==> src/hw/rtl/aluc_pkg.sv <==
// ----------------------------------------------------------------------------
// aluc_pkg: shared types and constants of the ALU execute stage
// Opcode and fault codes, word layouts of both channels and the entry format
// of the queue between the classifying front and the executing back.
// ----------------------------------------------------------------------------
`default_nettype none

package aluc_pkg;

   localparam int DataWidth     = 32;
   localparam int CountWidth    = $clog2(DataWidth);
   localparam int HalfWidth     = DataWidth / 2;
   localparam int QueueDepth    = 2;
   localparam int QueuePtrWidth = $clog2(QueueDepth);
   localparam int QueueCntWidth = $clog2(QueueDepth + 1);

   typedef enum logic [4:0] {
      OPC_SYS  = 5'd0,
      OPC_JMP  = 5'd1,
      OPC_JZ   = 5'd2,
      OPC_JP   = 5'd3,
      OPC_JPB  = 5'd4,
      OPC_JN   = 5'd5,
      OPC_JNZ  = 5'd6,
      OPC_JNP  = 5'd7,
      OPC_JNN  = 5'd8,
      OPC_NOT  = 5'd9,
      OPC_STOP = 5'd15,
      OPC_MOV  = 5'd16,
      OPC_ADD  = 5'd17,
      OPC_SUB  = 5'd18,
      OPC_MUL  = 5'd19,
      OPC_DIV  = 5'd20,
      OPC_CMP  = 5'd21,
      OPC_SHL  = 5'd22,
      OPC_SHR  = 5'd23,
      OPC_SAR  = 5'd24,
      OPC_AND  = 5'd25,
      OPC_OR   = 5'd26,
      OPC_XOR  = 5'd27,
      OPC_SWAP = 5'd28,
      OPC_LDL  = 5'd29,
      OPC_LDH  = 5'd30,
      OPC_RND  = 5'd31
   } opcode_type;

   typedef enum logic [2:0] {
      FAULT_NONE     = 3'd0,
      FAULT_INVALID  = 3'd1,
      FAULT_DIV_ZERO = 3'd2,
      FAULT_HALT     = 3'd3,
      FAULT_SYSCALL  = 3'd4
   } fault_type;

   // execution class chosen by the front
   typedef enum logic [2:0] {
      CLS_FAULT,
      CLS_JUMP,
      CLS_ALU,
      CLS_MUL,
      CLS_DIV
   } exec_class_type;

   typedef enum logic [1:0] {
      BACK_IDLE,
      BACK_MUL,
      BACK_DIV
   } back_state_type;

   typedef struct packed {
      logic [4:0]                  req_type;
      logic signed [DataWidth-1:0] first_value;
      logic signed [DataWidth-1:0] second_value;
   } req_word_type;

   typedef struct packed {
      logic signed [DataWidth-1:0] result_value;
      logic                        write_first;
      logic signed [DataWidth-1:0] swap_value;
      logic                        write_second;
      logic signed [DataWidth-1:0] remainder_value;
      logic                        write_remainder;
      logic                        branch_taken;
      logic                        flag_negative;
      logic                        flag_zero;
      logic [2:0]                  fault_code;
   } rsp_word_type;

   typedef struct packed {
      exec_class_type       cls;
      opcode_type           opcode;
      fault_type            fault;
      logic [DataWidth-1:0] first;
      logic [DataWidth-1:0] second;
   } entry_type;

endpackage

`default_nettype wire

==> src/hw/rtl/aluc_front.sv <==
// ----------------------------------------------------------------------------
// aluc_front: instruction classifier and queue
// Decodes each accepted word into an execution class, resolves faults that
// need no computation and holds the entries in a short queue for the back.
// ----------------------------------------------------------------------------
`default_nettype none

module aluc_front (
   input  wire                          clock,
   input  wire                          reset,
   input  wire                          req_push,
   output logic                         req_full,
   input  wire aluc_pkg::req_word_type  req_word,
   output logic                         head_valid,
   output aluc_pkg::entry_type          head,
   input  wire                          head_take
);

   aluc_pkg::entry_type                      queue_ff [aluc_pkg::QueueDepth];
   logic [aluc_pkg::QueuePtrWidth-1:0]       wr_ptr_ff, wr_ptr_in;
   logic [aluc_pkg::QueuePtrWidth-1:0]       rd_ptr_ff, rd_ptr_in;
   logic [aluc_pkg::QueueCntWidth-1:0]       count_ff, count_in;
   aluc_pkg::entry_type                      decoded;
   logic                                     push_ok;
   logic                                     pop_ok;

   // classify the incoming word
   always_comb begin
      decoded.opcode = aluc_pkg::opcode_type'(req_word.req_type);
      decoded.first  = req_word.first_value;
      decoded.second = req_word.second_value;
      decoded.cls    = aluc_pkg::CLS_FAULT;
      decoded.fault  = aluc_pkg::FAULT_NONE;
      case (decoded.opcode)
         aluc_pkg::OPC_SYS: begin
            decoded.fault = aluc_pkg::FAULT_SYSCALL;
         end
         aluc_pkg::OPC_STOP: begin
            decoded.fault = aluc_pkg::FAULT_HALT;
         end
         aluc_pkg::OPC_JMP, aluc_pkg::OPC_JZ, aluc_pkg::OPC_JP, aluc_pkg::OPC_JPB,
         aluc_pkg::OPC_JN, aluc_pkg::OPC_JNZ, aluc_pkg::OPC_JNP,
         aluc_pkg::OPC_JNN: begin
            decoded.cls = aluc_pkg::CLS_JUMP;
         end
         aluc_pkg::OPC_MUL: begin
            decoded.cls = aluc_pkg::CLS_MUL;
         end
         aluc_pkg::OPC_DIV: begin
            if (req_word.second_value == '0) begin
               decoded.fault = aluc_pkg::FAULT_DIV_ZERO;
            end else begin
               decoded.cls = aluc_pkg::CLS_DIV;
            end
         end
         aluc_pkg::OPC_NOT, aluc_pkg::OPC_MOV, aluc_pkg::OPC_ADD, aluc_pkg::OPC_SUB,
         aluc_pkg::OPC_CMP, aluc_pkg::OPC_SHL, aluc_pkg::OPC_SHR, aluc_pkg::OPC_SAR,
         aluc_pkg::OPC_AND, aluc_pkg::OPC_OR, aluc_pkg::OPC_XOR, aluc_pkg::OPC_SWAP,
         aluc_pkg::OPC_LDL, aluc_pkg::OPC_LDH: begin
            decoded.cls = aluc_pkg::CLS_ALU;
         end
         default: begin
            decoded.fault = aluc_pkg::FAULT_INVALID;
         end
      endcase
   end

   // queue pointers and fill count
   assign req_full   = (count_ff == aluc_pkg::QueueCntWidth'(aluc_pkg::QueueDepth));
   assign head_valid = (count_ff != '0);
   assign head       = queue_ff[rd_ptr_ff];
   assign push_ok    = req_push && !req_full;
   assign pop_ok     = head_take && head_valid;

   always_comb begin
      wr_ptr_in = wr_ptr_ff;
      rd_ptr_in = rd_ptr_ff;
      count_in  = count_ff;
      if (push_ok) begin
         wr_ptr_in = wr_ptr_ff + 1'b1;
      end
      if (pop_ok) begin
         rd_ptr_in = rd_ptr_ff + 1'b1;
      end
      if (push_ok && !pop_ok) begin
         count_in = count_ff + 1'b1;
      end else if (pop_ok && !push_ok) begin
         count_in = count_ff - 1'b1;
      end
   end

   always_ff @(posedge clock) begin
      if (reset) begin
         wr_ptr_ff <= '0;
         rd_ptr_ff <= '0;
         count_ff  <= '0;
      end else begin
         wr_ptr_ff <= wr_ptr_in;
         rd_ptr_ff <= rd_ptr_in;
         count_ff  <= count_in;
      end
   end

   // store the classified entry
   always_ff @(posedge clock) begin
      if (push_ok) begin
         queue_ff[wr_ptr_ff] <= decoded;
      end
   end

endmodule

`default_nettype wire

==> src/hw/rtl/aluc_divider.sv <==
// ----------------------------------------------------------------------------
// aluc_divider: iterative unsigned divider
// Restoring division of two magnitudes, one quotient bit per cycle; done
// pulses for one cycle once quotient and remainder are final.
// ----------------------------------------------------------------------------
`default_nettype none

module aluc_divider (
   input  wire                               clock,
   input  wire                               reset,
   input  wire                               start,
   input  wire [aluc_pkg::DataWidth-1:0]     dividend,
   input  wire [aluc_pkg::DataWidth-1:0]     divisor,
   output logic                              done,
   output logic [aluc_pkg::DataWidth-1:0]    quotient,
   output logic [aluc_pkg::DataWidth-1:0]    remainder
);

   logic                                busy_ff, busy_in;
   logic                                done_ff, done_in;
   logic [aluc_pkg::CountWidth-1:0]     count_ff, count_in;
   logic [aluc_pkg::DataWidth-1:0]      quo_ff, quo_in;
   logic [aluc_pkg::DataWidth-1:0]      rem_ff, rem_in;
   logic [aluc_pkg::DataWidth-1:0]      div_ff, div_in;
   logic [aluc_pkg::DataWidth:0]        shifted;
   logic [aluc_pkg::DataWidth:0]        trial;

   // one restoring step: shift in next dividend bit, try subtract
   assign shifted = {rem_ff, quo_ff[aluc_pkg::DataWidth-1]};
   assign trial   = shifted - {1'b0, div_ff};

   always_comb begin
      busy_in  = busy_ff;
      done_in  = 1'b0;
      count_in = count_ff;
      quo_in   = quo_ff;
      rem_in   = rem_ff;
      div_in   = div_ff;
      if (start) begin
         busy_in  = 1'b1;
         count_in = aluc_pkg::CountWidth'(aluc_pkg::DataWidth - 1);
         quo_in   = dividend;
         rem_in   = '0;
         div_in   = divisor;
      end else if (busy_ff) begin
         quo_in = {quo_ff[aluc_pkg::DataWidth-2:0], ~trial[aluc_pkg::DataWidth]};
         rem_in = trial[aluc_pkg::DataWidth] ? shifted[aluc_pkg::DataWidth-1:0]
                                             : trial[aluc_pkg::DataWidth-1:0];
         count_in = count_ff - 1'b1;
         if (count_ff == '0) begin
            busy_in = 1'b0;
            done_in = 1'b1;
         end
      end
   end

   always_ff @(posedge clock) begin
      if (reset) begin
         busy_ff  <= 1'b0;
         done_ff  <= 1'b0;
         count_ff <= '0;
      end else begin
         busy_ff  <= busy_in;
         done_ff  <= done_in;
         count_ff <= count_in;
      end
   end

   always_ff @(posedge clock) begin
      quo_ff <= quo_in;
      rem_ff <= rem_in;
      div_ff <= div_in;
   end

   assign done      = done_ff;
   assign quotient  = quo_ff;
   assign remainder = rem_ff;

endmodule

`default_nettype wire

==> src/hw/rtl/aluc_back.sv <==
// ----------------------------------------------------------------------------
// aluc_back: execution unit with condition flags
// Carries out queued entries in order: jumps and simple operations directly,
// multiply via its operand registers, divide via the iterative divider. Keeps the
// N and Z flags and holds the finished result word in an output register.
// ----------------------------------------------------------------------------
`default_nettype none

module aluc_back (
   input  wire                          clock,
   input  wire                          reset,
   input  wire                          head_valid,
   input  wire aluc_pkg::entry_type     head,
   output logic                         head_take,
   output logic                         rsp_empty,
   input  wire                          rsp_pop,
   output aluc_pkg::rsp_word_type       rsp_word
);

   localparam int W = aluc_pkg::DataWidth;
   localparam int H = aluc_pkg::HalfWidth;

   aluc_pkg::back_state_type   state_ff, state_in;
   logic                       flag_n_ff, flag_n_in;
   logic                       flag_z_ff, flag_z_in;
   logic [W-1:0]               op_a_ff, op_a_in;
   logic [W-1:0]               op_b_ff, op_b_in;
   logic                       neg_quo_ff, neg_quo_in;
   logic                       neg_rem_ff, neg_rem_in;
   aluc_pkg::rsp_word_type     rsp_ff, rsp_in;
   logic                       rsp_valid_ff, rsp_valid_in;

   logic                       out_free;
   logic                       out_write;
   aluc_pkg::rsp_word_type     out_word;
   logic                       div_start;
   logic                       div_done;
   logic [W-1:0]               div_quo;
   logic [W-1:0]               div_rem;
   logic [W-1:0]               mag_a;
   logic [W-1:0]               mag_b;
   logic [W-1:0]               product;
   logic                       count_big;

   assign out_free  = !rsp_valid_ff || rsp_pop;
   assign mag_a     = head.first[W-1] ? -head.first : head.first;
   assign mag_b     = head.second[W-1] ? -head.second : head.second;
   assign product   = op_a_ff * op_b_ff;
   assign count_big = (head.second >= W'(W));

   aluc_divider u_divider (
      .clock     (clock),
      .reset     (reset),
      .start     (div_start),
      .dividend  (mag_a),
      .divisor   (mag_b),
      .done      (div_done),
      .quotient  (div_quo),
      .remainder (div_rem)
   );

   // next state
   always_comb begin
      state_in = state_ff;
      case (state_ff)
         aluc_pkg::BACK_IDLE: begin
            if (head_valid && out_free) begin
               if (head.cls == aluc_pkg::CLS_MUL) begin
                  state_in = aluc_pkg::BACK_MUL;
               end else if (head.cls == aluc_pkg::CLS_DIV) begin
                  state_in = aluc_pkg::BACK_DIV;
               end
            end
         end
         aluc_pkg::BACK_MUL: begin
            state_in = aluc_pkg::BACK_IDLE;
         end
         aluc_pkg::BACK_DIV: begin
            if (div_done) begin
               state_in = aluc_pkg::BACK_IDLE;
            end
         end
         default: begin
            state_in = aluc_pkg::BACK_IDLE;
         end
      endcase
   end

   // execute and build the result word
   always_comb begin
      logic         setf;
      logic [W-1:0] res;
      setf        = 1'b0;
      res         = '0;
      head_take   = 1'b0;
      div_start   = 1'b0;
      out_write   = 1'b0;
      out_word    = '0;
      op_a_in     = op_a_ff;
      op_b_in     = op_b_ff;
      neg_quo_in  = neg_quo_ff;
      neg_rem_in  = neg_rem_ff;
      case (state_ff)
         aluc_pkg::BACK_IDLE: begin
            if (head_valid && out_free) begin
               head_take = 1'b1;
               case (head.cls)
                  aluc_pkg::CLS_FAULT: begin
                     out_write           = 1'b1;
                     out_word.fault_code = head.fault;
                  end
                  aluc_pkg::CLS_JUMP: begin
                     out_write             = 1'b1;
                     out_word.result_value = head.first;
                     case (head.opcode)
                        aluc_pkg::OPC_JMP: out_word.branch_taken = 1'b1;
                        aluc_pkg::OPC_JZ:  out_word.branch_taken = flag_z_ff;
                        aluc_pkg::OPC_JP,
                        aluc_pkg::OPC_JPB: out_word.branch_taken = !flag_n_ff && !flag_z_ff;
                        aluc_pkg::OPC_JN:  out_word.branch_taken = flag_n_ff;
                        aluc_pkg::OPC_JNZ: out_word.branch_taken = !flag_z_ff;
                        aluc_pkg::OPC_JNP: out_word.branch_taken = flag_n_ff || flag_z_ff;
                        aluc_pkg::OPC_JNN: out_word.branch_taken = !flag_n_ff;
                        default:           out_word.branch_taken = 1'b0;
                     endcase
                  end
                  aluc_pkg::CLS_ALU: begin
                     out_write            = 1'b1;
                     out_word.write_first = 1'b1;
                     case (head.opcode)
                        aluc_pkg::OPC_NOT: begin
                           res  = ~head.first;
                           setf = 1'b1;
                        end
                        aluc_pkg::OPC_MOV: begin
                           res = head.second;
                        end
                        aluc_pkg::OPC_ADD: begin
                           res  = head.first + head.second;
                           setf = 1'b1;
                        end
                        aluc_pkg::OPC_SUB: begin
                           res  = head.first - head.second;
                           setf = 1'b1;
                        end
                        aluc_pkg::OPC_CMP: begin
                           res                  = head.first - head.second;
                           setf                 = 1'b1;
                           out_word.write_first = 1'b0;
                        end
                        aluc_pkg::OPC_SHL: begin
                           res  = count_big ? '0
                                : head.first << head.second[aluc_pkg::CountWidth-1:0];
                           setf = 1'b1;
                        end
                        aluc_pkg::OPC_SHR: begin
                           res  = count_big ? '0
                                : head.first >> head.second[aluc_pkg::CountWidth-1:0];
                           setf = 1'b1;
                        end
                        aluc_pkg::OPC_SAR: begin
                           res  = count_big ? {W{head.first[W-1]}}
                                : W'($signed(head.first) >>>
                                     head.second[aluc_pkg::CountWidth-1:0]);
                           setf = 1'b1;
                        end
                        aluc_pkg::OPC_AND: begin
                           res  = head.first & head.second;
                           setf = 1'b1;
                        end
                        aluc_pkg::OPC_OR: begin
                           res  = head.first | head.second;
                           setf = 1'b1;
                        end
                        aluc_pkg::OPC_XOR: begin
                           res  = head.first ^ head.second;
                           setf = 1'b1;
                        end
                        aluc_pkg::OPC_SWAP: begin
                           res                   = head.second;
                           out_word.swap_value   = head.first;
                           out_word.write_second = 1'b1;
                        end
                        aluc_pkg::OPC_LDL: begin
                           res = {head.first[W-1:H], head.second[H-1:0]};
                        end
                        aluc_pkg::OPC_LDH: begin
                           res = {head.second[H-1:0], head.first[H-1:0]};
                        end
                        default: begin
                           res = '0;
                        end
                     endcase
                     out_word.result_value = res;
                  end
                  aluc_pkg::CLS_MUL: begin
                     op_a_in = head.first;
                     op_b_in = head.second;
                  end
                  aluc_pkg::CLS_DIV: begin
                     div_start  = 1'b1;
                     neg_quo_in = head.first[W-1] ^ head.second[W-1];
                     neg_rem_in = head.first[W-1];
                  end
                  default: begin
                     head_take = 1'b1;
                  end
               endcase
            end
         end
         aluc_pkg::BACK_MUL: begin
            res                   = product;
            setf                  = 1'b1;
            out_write             = 1'b1;
            out_word.write_first  = 1'b1;
            out_word.result_value = res;
         end
         aluc_pkg::BACK_DIV: begin
            if (div_done) begin
               res                      = neg_quo_ff ? -div_quo : div_quo;
               setf                     = 1'b1;
               out_write                = 1'b1;
               out_word.write_first     = 1'b1;
               out_word.write_remainder = 1'b1;
               out_word.result_value    = res;
               out_word.remainder_value = neg_rem_ff ? -div_rem : div_rem;
            end
         end
         default: begin
            out_write = 1'b0;
         end
      endcase

      // update flags from the result when the operation sets them
      flag_n_in = flag_n_ff;
      flag_z_in = flag_z_ff;
      if (setf) begin
         flag_n_in = res[W-1];
         flag_z_in = (res == '0);
      end
      out_word.flag_negative = flag_n_in;
      out_word.flag_zero     = flag_z_in;
   end

   // output register: a new word replaces one that is being popped
   always_comb begin
      rsp_in       = rsp_ff;
      rsp_valid_in = rsp_valid_ff;
      if (out_write) begin
         rsp_in       = out_word;
         rsp_valid_in = 1'b1;
      end else if (rsp_pop) begin
         rsp_valid_in = 1'b0;
      end
   end

   always_ff @(posedge clock) begin
      if (reset) begin
         state_ff     <= aluc_pkg::BACK_IDLE;
         flag_n_ff    <= 1'b0;
         flag_z_ff    <= 1'b0;
         rsp_valid_ff <= 1'b0;
      end else begin
         state_ff     <= state_in;
         flag_n_ff    <= flag_n_in;
         flag_z_ff    <= flag_z_in;
         rsp_valid_ff <= rsp_valid_in;
      end
   end

   always_ff @(posedge clock) begin
      op_a_ff    <= op_a_in;
      op_b_ff    <= op_b_in;
      neg_quo_ff <= neg_quo_in;
      neg_rem_ff <= neg_rem_in;
      rsp_ff     <= rsp_in;
   end

   assign rsp_empty = !rsp_valid_ff;
   assign rsp_word  = rsp_ff;

endmodule

`default_nettype wire

==> src/hw/rtl/alu_execute_with_condition_flags.sv <==
// ----------------------------------------------------------------------------
// alu_execute_with_condition_flags: execute stage with N and Z flags
// Top level joining the classifying front queue and the execution back.
// ----------------------------------------------------------------------------
// Instruction words are pushed into a two-entry queue and come out in order,
// one result word each, on a queue-style result port. Jumps, faults and all
// simple operations are executed straight from the queue head, so with pop held
// high one instruction completes per cycle; MUL goes through the operand
// registers, then the 32x32 multiplier into the output register; DIV goes
// through the one-bit-per-cycle restoring divider. The result word of a simple
// operation passes through its queue entry, then the output register, before
// it appears on the result port.
// Jump decisions use the flags left by all earlier instructions.
`default_nettype none

module alu_execute_with_condition_flags (
   input  wire                          clock,
   input  wire                          reset,
   input  wire                          req_push,
   output logic                         req_full,
   input  wire aluc_pkg::req_word_type  req_word,
   output logic                         rsp_empty,
   input  wire                          rsp_pop,
   output aluc_pkg::rsp_word_type       rsp_word
);

   logic                 head_valid;
   aluc_pkg::entry_type  head;
   logic                 head_take;

   // classify and queue
   aluc_front u_front (
      .clock      (clock),
      .reset      (reset),
      .req_push   (req_push),
      .req_full   (req_full),
      .req_word   (req_word),
      .head_valid (head_valid),
      .head       (head),
      .head_take  (head_take)
   );

   // execute and hold the result
   aluc_back u_back (
      .clock      (clock),
      .reset      (reset),
      .head_valid (head_valid),
      .head       (head),
      .head_take  (head_take),
      .rsp_empty  (rsp_empty),
      .rsp_pop    (rsp_pop),
      .rsp_word   (rsp_word)
   );

endmodule

`default_nettype wire

==> config.mk <==
export PLATFORM = sky130hd
export DESIGN_NAME = alu_execute_with_condition_flags
export DESIGN_NICKNAME = d
export VERILOG_FILES = /design/src/hw/rtl/aluc_pkg.sv /design/src/hw/rtl/aluc_front.sv /design/src/hw/rtl/aluc_divider.sv /design/src/hw/rtl/aluc_back.sv /design/src/hw/rtl/alu_execute_with_condition_flags.sv
export SDC_FILE = /design/constraint.sdc
export NUM_CORES = 2
export LEC_CHECK = 0
export ABC_AREA = 1
export BUFFER_PORTS_ARGS = -buffer_cell sky130_fd_sc_hd__buf_2
export CORE_MARGIN = 2
export CORE_UTILIZATION = 32
export DETAILED_ROUTE_END_ITERATION = 8
export GPL_ROUTABILITY_DRIVEN = 0
export PLACE_DENSITY_LB_ADDON = 0.15
export SLEW_MARGIN = 20
export SYNTH_ARGS = -nofsm -noshare
export SYNTH_HDL_FRONTEND = slang
export SYNTH_SLANG_ARGS = --single-unit
==> constraint.sdc <==
create_clock -name clock -period 24 [get_ports clock]
set_input_delay 2.4 -clock clock [delete_from_list [all_inputs] [get_ports clock]]
set_output_delay 2.4 -clock clock [all_outputs]
set_load 0.02 [all_outputs]
== Word-level counts from Yosys, hierarchy flattened ==
Memories as Yosys holds them, arrays and structs flattened. A register that Yosys moved wholly into a read port is not among the register bits.
Cells that the tools add are included.

* $add $sub $neg: 12
* Multiply operators: 1
* Magnitude comparators: 1
* Eq/ne operators: 57
* Shifts and indexed selects: 3
* Muxes and demuxes: 62
* Bitwise gates (word level): 7
* Reduce and logical (&&, ||, !) cells: 41

{| class="wikitable"
|+ Operator list
! kind !! number
|-
| 32-bit 2-to-1 mux || 12
|-
| 32-bit one-hot mux with 12 select lines || 1
|-
| 5-bit == test, second input constant || 28
|-
| 32-bit negation || 4
|-
| 33-bit one-hot mux with 3 select lines || 1
|-
| 32-bit one-hot mux with 3 select lines || 1
|-
| 33-bit 2-to-1 mux || 2
|-
| 66-bit 2-to-1 mux || 1
|-
| 32-bit zero test || 2
|-
| 32-bit one-hot mux with 2 select lines || 1
|-
| 5-bit by 3-bit == test with 1-bit output, second input constant || 8
|-
| 34-bit 2-to-1 mux || 1
|-
| 33-bit by 32-bit subtractor with 33-bit output || 1
|-
| 32-bit adder || 1
|-
| 32-bit AND || 1
|-
| 32-bit by 6-bit greater-or-equal comparator with 1-bit output, second input constant || 1
|-
| 32-bit by 32-bit multiplier with 32-bit output || 1
|-
| 32-bit NOT || 1
|-
| 32-bit bitwise OR || 1
|-
| 32-bit by 5-bit << shifter with 32-bit output || 1
|-
| 32-bit by 5-bit right shift with 32-bit output || 1
|-
| 32-bit by 5-bit >>> shifter with 32-bit output || 1
|-
| 32-bit subtractor || 1
|-
| 32-bit bitwise XOR || 1
|-
| 42 further kinds || 110
|}

* Bits in registers: 283
* RAM bits: 150
* Input bits: 73
* Output and inout port bits: 107
* Word-level logic and storage cells: 213
* Memories: 1

{| class="wikitable"
|+ Memories
! memory !! words !! width !! rd ports !! clocked after Yosys merged registers in !! write ports !! line !! source
|-
| u_front.queue_ff || 2 || 75 || 1 || 1 || 1 || aluc_front.sv:19 || <nowiki>aluc_pkg::entry_type queue_ff [aluc_pkg::QueueDepth];</nowiki>
|}

== Logic depth before layout (Yosys ltp) ==
* Depth in word-level cells: 9
* Depth in mapped cells: 39
* Mapped depth without buffers: 37

== By module ==
A second synthesis with hierarchy kept.

* Cell total of the unflattened synthesis: 6,634
* Area total of the unflattened synthesis: 48,929.4 µm²

{| class="wikitable"
|+ By module, submodules not included
! module !! times used !! cells each !! area an instance (µm²) !! sequential area each (µm²)
|-
| aluc_back || 1 || 5,262 || 35,885.7 || 5,235.0
|-
| aluc_divider || 1 || 1,036 || 6,911.6 || 2,702.6
|-
| aluc_front || 1 || 336 || 6,132.1 || 4,604.4
|}

== Least setup slack after synthesis ==
OpenSTA, ideal clock, no wires.

* Path type: in2reg
* From: in rsp_pop
* To: reg u_back.rsp_ff (netlist bit u_back.rsp_word[0]) (enable)
* Library setup time: 0.725 ns
* Data arrival time: 10.694 ns
* Required time: 23.275 ns
* Slack: 12.580 ns
* Stages: 6
* Buffers on the path: 0
* Cell sequence: nor2_1 -> a21oi_1 -> inv_1 -> nor2_1 -> inv_1 -> o31ai_1

* Longest elaborated chain between the ends: 4

{| class="wikitable"
|+ RTL lines
! item !! line !! source
|-
| start, declared || alu_execute_with_condition_flags.sv:23 || <nowiki>input wire rsp_pop,</nowiki>
|-
| 1-bit logical OR || aluc_back.sv:45 || <nowiki>assign out_free = !rsp_valid_ff || rsp_pop;</nowiki>
|-
| 1-bit logical AND || aluc_back.sv:105 || <nowiki>if (head_valid && out_free) begin</nowiki>
|-
| 1-bit 2-to-1 mux || aluc_back.sv:105 ||
|-
| 1-bit one-hot mux with 3 select lines || aluc_back.sv:103 || <nowiki>case (state_ff)</nowiki>
|-
| net u_back.out_write || aluc_back.sv:34 || <nowiki>logic out_write;</nowiki>
|-
| end signal, assigned || aluc_back.sv:276 || <nowiki>rsp_ff <= rsp_in;</nowiki>
|-
| end, declared || aluc_back.sv:30 || <nowiki>aluc_pkg::rsp_word_type rsp_ff, rsp_in;</nowiki>
|}

The timed path passes the listed nets, and every way through them passes these cells.
A chain may end at the register's enable or synchronous reset.

== Final worst setup path ==
* From: reg u_back.op_a_ff[12]
* To: reg u_back.rsp_ff (netlist bit u_back.rsp_word[3]), data pin

* Longest elaborated chain between the ends: 4

{| class="wikitable"
|+ RTL lines
! item !! line !! source
|-
| start, declared || aluc_back.sv:26 || <nowiki>logic [W-1:0] op_a_ff, op_a_in;</nowiki>
|-
| start signal, assigned || aluc_back.sv:272 || <nowiki>op_a_ff <= op_a_in;</nowiki>
|-
| 32-bit by 32-bit multiplier with 32-bit output || aluc_back.sv:48 || <nowiki>assign product = op_a_ff * op_b_ff;</nowiki>
|-
| 32-bit one-hot mux with 3 select lines || aluc_back.sv:103 ||
|-
| 32-bit zero test || aluc_back.sv:239 || <nowiki>flag_z_in = (res == '0);</nowiki>
|-
| 1-bit 2-to-1 mux || aluc_back.sv:237 || <nowiki>if (setf) begin</nowiki>
|-
| net u_back.flag_z_in || aluc_back.sv:25 || <nowiki>logic flag_z_ff, flag_z_in;</nowiki>
|}

The timed path passes the listed nets, and every way through them passes these cells.

==> metrics.md <==
| Metric | Value |
|---|---|
| Detailed Place HPWL | 142,200 µm |
| Largest stage delay on the critical path | around 1.1 ns |
| Status | completed |
| Clock root cell | clkbuf_16 |
| Max Cap Viol | 0 |
| Final Max Slew Viols | 0 |
| Yosys top cell by area | edfxtp_1 |
| Post-synth EDFFs | 385 |
| CTS Sinks | 434 |
| First DRT Iteration DRCs | 4,693 |
| Simple-Gate Fraction of Synth Area | 23.44% |
| # hold bufs at CTS | 0 |
| CP delay by family, top | adder cells |
| Share of the synthesized area in the top cell type | 24.88% |
| Clock tree buffer depth | 3 |
| Ys async rst share | 0% |
| Layout Nets | 6,905 |
| Max Clock Skew | roughly 0.044 ns |
| Total gr overflow | 0 |
| Peak Freq | 0.1194 GHz |
| Unrepaired setup endpoints after global routing | no |
| Area contributors post-synth | edfxtp_1, fa_1, nand2_1 |
| Layout cells sized above 1 | 7.607% |
| Core box area | 0.1438 mm² |
| Final period util | between 30% and 40% |
| Number of remaining DRC errors | 0 |
| Most frequent cell after synthesis | nand2_1 |
| Drt total wl | about 190,000 µm |
| Final Hold Fails | 0 |
| Sequential area share after synthesis | 26.99% |
| Die height | between 300 and 400 µm |
| Wire per inst | approximately 23 µm |
| Post-synthesis cell area | between 0.04 and 0.05 mm² |
| Yosys warning count | 0 |
| Critical path launch point type | flip-flop |
| Synth Area per Inst | 7.620 µm² |
| TritonCTS clock tree | built |
| Die boundary width | 385.0 µm |
| Crit end category | flip-flop |
| IO buf count | ~180 |
| Final instance area | between 0.05 and 0.06 mm² |
| Adder-cell share of the synthesized area | 24.61% |
| Antenna violations before repair | 15 |
| Initial Util | about 32% |
| Cell Area, Placed | 0.04931 mm² |
| Fillers | roughly 15,000 |
| Worst Path Arrival | 8.76 ns |
| Crit path max fanout | 20 |
| Final setup violation count | 0 |
| Syn_nets | 6,838 |
| Buf+Inv Stages, Crit Path | 6 |
| Syn-to-layout area delta | 9.932% |
| First-pass GRT wire length | between 200,000 and 300,000 µm |
| TritonRoute pass-1 iters | 9 |
| Crit path top cell by count | fa_1 |
| Yosys cell types | 73 |
| Post-Syn Instances | 6,097 |
| Post-route ant nets | 0 |
| Vias in the first global route | 40,660 |
| # resized after CTS | 0 |
| Top FF cell, synth | edfxtp_1 |
| Rel. slew slack | 21.22% |
| Total GRT Usage | around 25% |
| Num ports | 180 |
| Vias after detailed routing | 42,120 |
| Most instantiated cells after synthesis | nand2_1, inv_1, fa_1, edfxtp_1, o21ai_0 |
| Tmin final | 8.373 ns |
| Die ar. | 0.1483 mm² |
| Xor and xnor fraction of the mapped netlist area | 3.016% |
| Multiplexer share of the synthesized area | 0% |
| Post-route setup TNS | 0 ns |
| CTS clk-pin slew, worst paths | 0.06 ns |
| Post-CTS setup buffer count | 0 |
| Worst Max-Slew Pin Slew | 1.182 ns |
| Core Rows | between 100 and 150 |
| Largest net degree at the start of global routing | 74 |
| Via density | 5.194 |
| HP Class | flip-flop to flip-flop |
| CP Class | flip-flop to flip-flop |
| Flops & latches, synth | approximately 430 |
| Worst Path Required | 24.39 ns |
| Main combinational cell family by area after synthesis | adder cells |
| Post-synthesis compound-gate area fraction | 10.09% |
| TritonCTS Buffers | 52 |
| H-tree levels | 2 |
| Skew-Pair Late Insertion Delay | between 0.6 and 0.7 ns |
| Crit-path slowest cell | edfxtp_1 |
-- placed cells by master, fill, tap and decap left out, drive strengths merged, types with 63 or more instances in the layout --
master	count
nor3	91
a21oi	228
o21ai	412
nand2	1691
inv	1153
fa	410
xor2	116
buf	264
nand3	371
clkbuf	63
ha	258
edfxtp	385
nor2	348
-- tightest hold or removal path: cells and delay by family (launching register included) --
kind	cells	cell delay (ns)
AND/OR/NAND/NOR	1	0.06
AO/OA/AOI/OAI	1	0.05
flip-flops	1	0.31
-- registers in the layout (all words and copies together) (netlist names), 5 cells and up, named ones only --
name	count
u_back.op_a_ff	32
u_back.op_b_ff	32
u_back.rsp_word	105
u_back.u_divider.count_ff	5
u_back.u_divider.div_ff	32
u_back.u_divider.quotient	32
u_back.u_divider.remainder	32
u_front.queue_ff	150
-- logic make-up (layout without fill, tap and decap cells) --
logic type / count (synthesis) / in the layout
simple gates: 2608 / 2608
buf+inv: 1410 / 1518
compound gates: 817 / 817
fa+ha+maj: 668 / 668
flops: 434 / 434
xor+xnor: 160 / 160
other cells: 0 / 2
-- final cells by class --
cell class                      count  area [µm²]  share of cell area (%)
Antenna cell                        2       5.005                0.009799
Clock buffer                       63        1364                   2.670
Clock inverter                     32       394.1                  0.7716
Inverter                         1159        4362                   8.540
Multi-Input combinational cell   4253       28490                   55.78
Sequential cell                   434       12550                   24.56
Tap cell                         1903        2381                   4.662
Timing Repair Buffer              264        1534                   3.003
-- through the flow --
step	setup WS, ns	hold WS [ns]	cells	util, %
global placement	15.70	0.4544	8013	34.28
floorplan	12.58	0.4393	6097	-
global route	14.97	0.4980	8108	35.51
finish	15.63	0.4595	8110	35.51
detailed placement	15.66	0.4534	8013	34.28
CTS	15.60	0.4627	8108	35.51
-- layer usage --
layer	global-route usage (%)	vias up	part of all wire, %
met4	10.07	8	4.8
met3	4.304	379	8.9
met1	34.75	20410	43
met2	38.01	1889	43
met5	0	-	0.030
li1	-	19440	-
-- path summary, 6_finish.rpt --
kind / start / endpoint / slack [ns] / depth (start not counted)
min reg2reg: u_back.u_divider.count_ff[0] / u_back.u_divider.count_ff[0] / 0.46 / 2
max reg2reg: u_back.op_a_ff[12] / u_back.rsp_word[3] / 15.63 / 32
max: u_back.op_a_ff[12] / u_back.rsp_word[3] / 15.63 / 32
min: u_back.u_divider.count_ff[0] / u_back.u_divider.count_ff[0] / 0.46 / 2
Power is not shown: default switching activity piles up to over one toggle a cycle in this logic, so the estimate is an artifact.
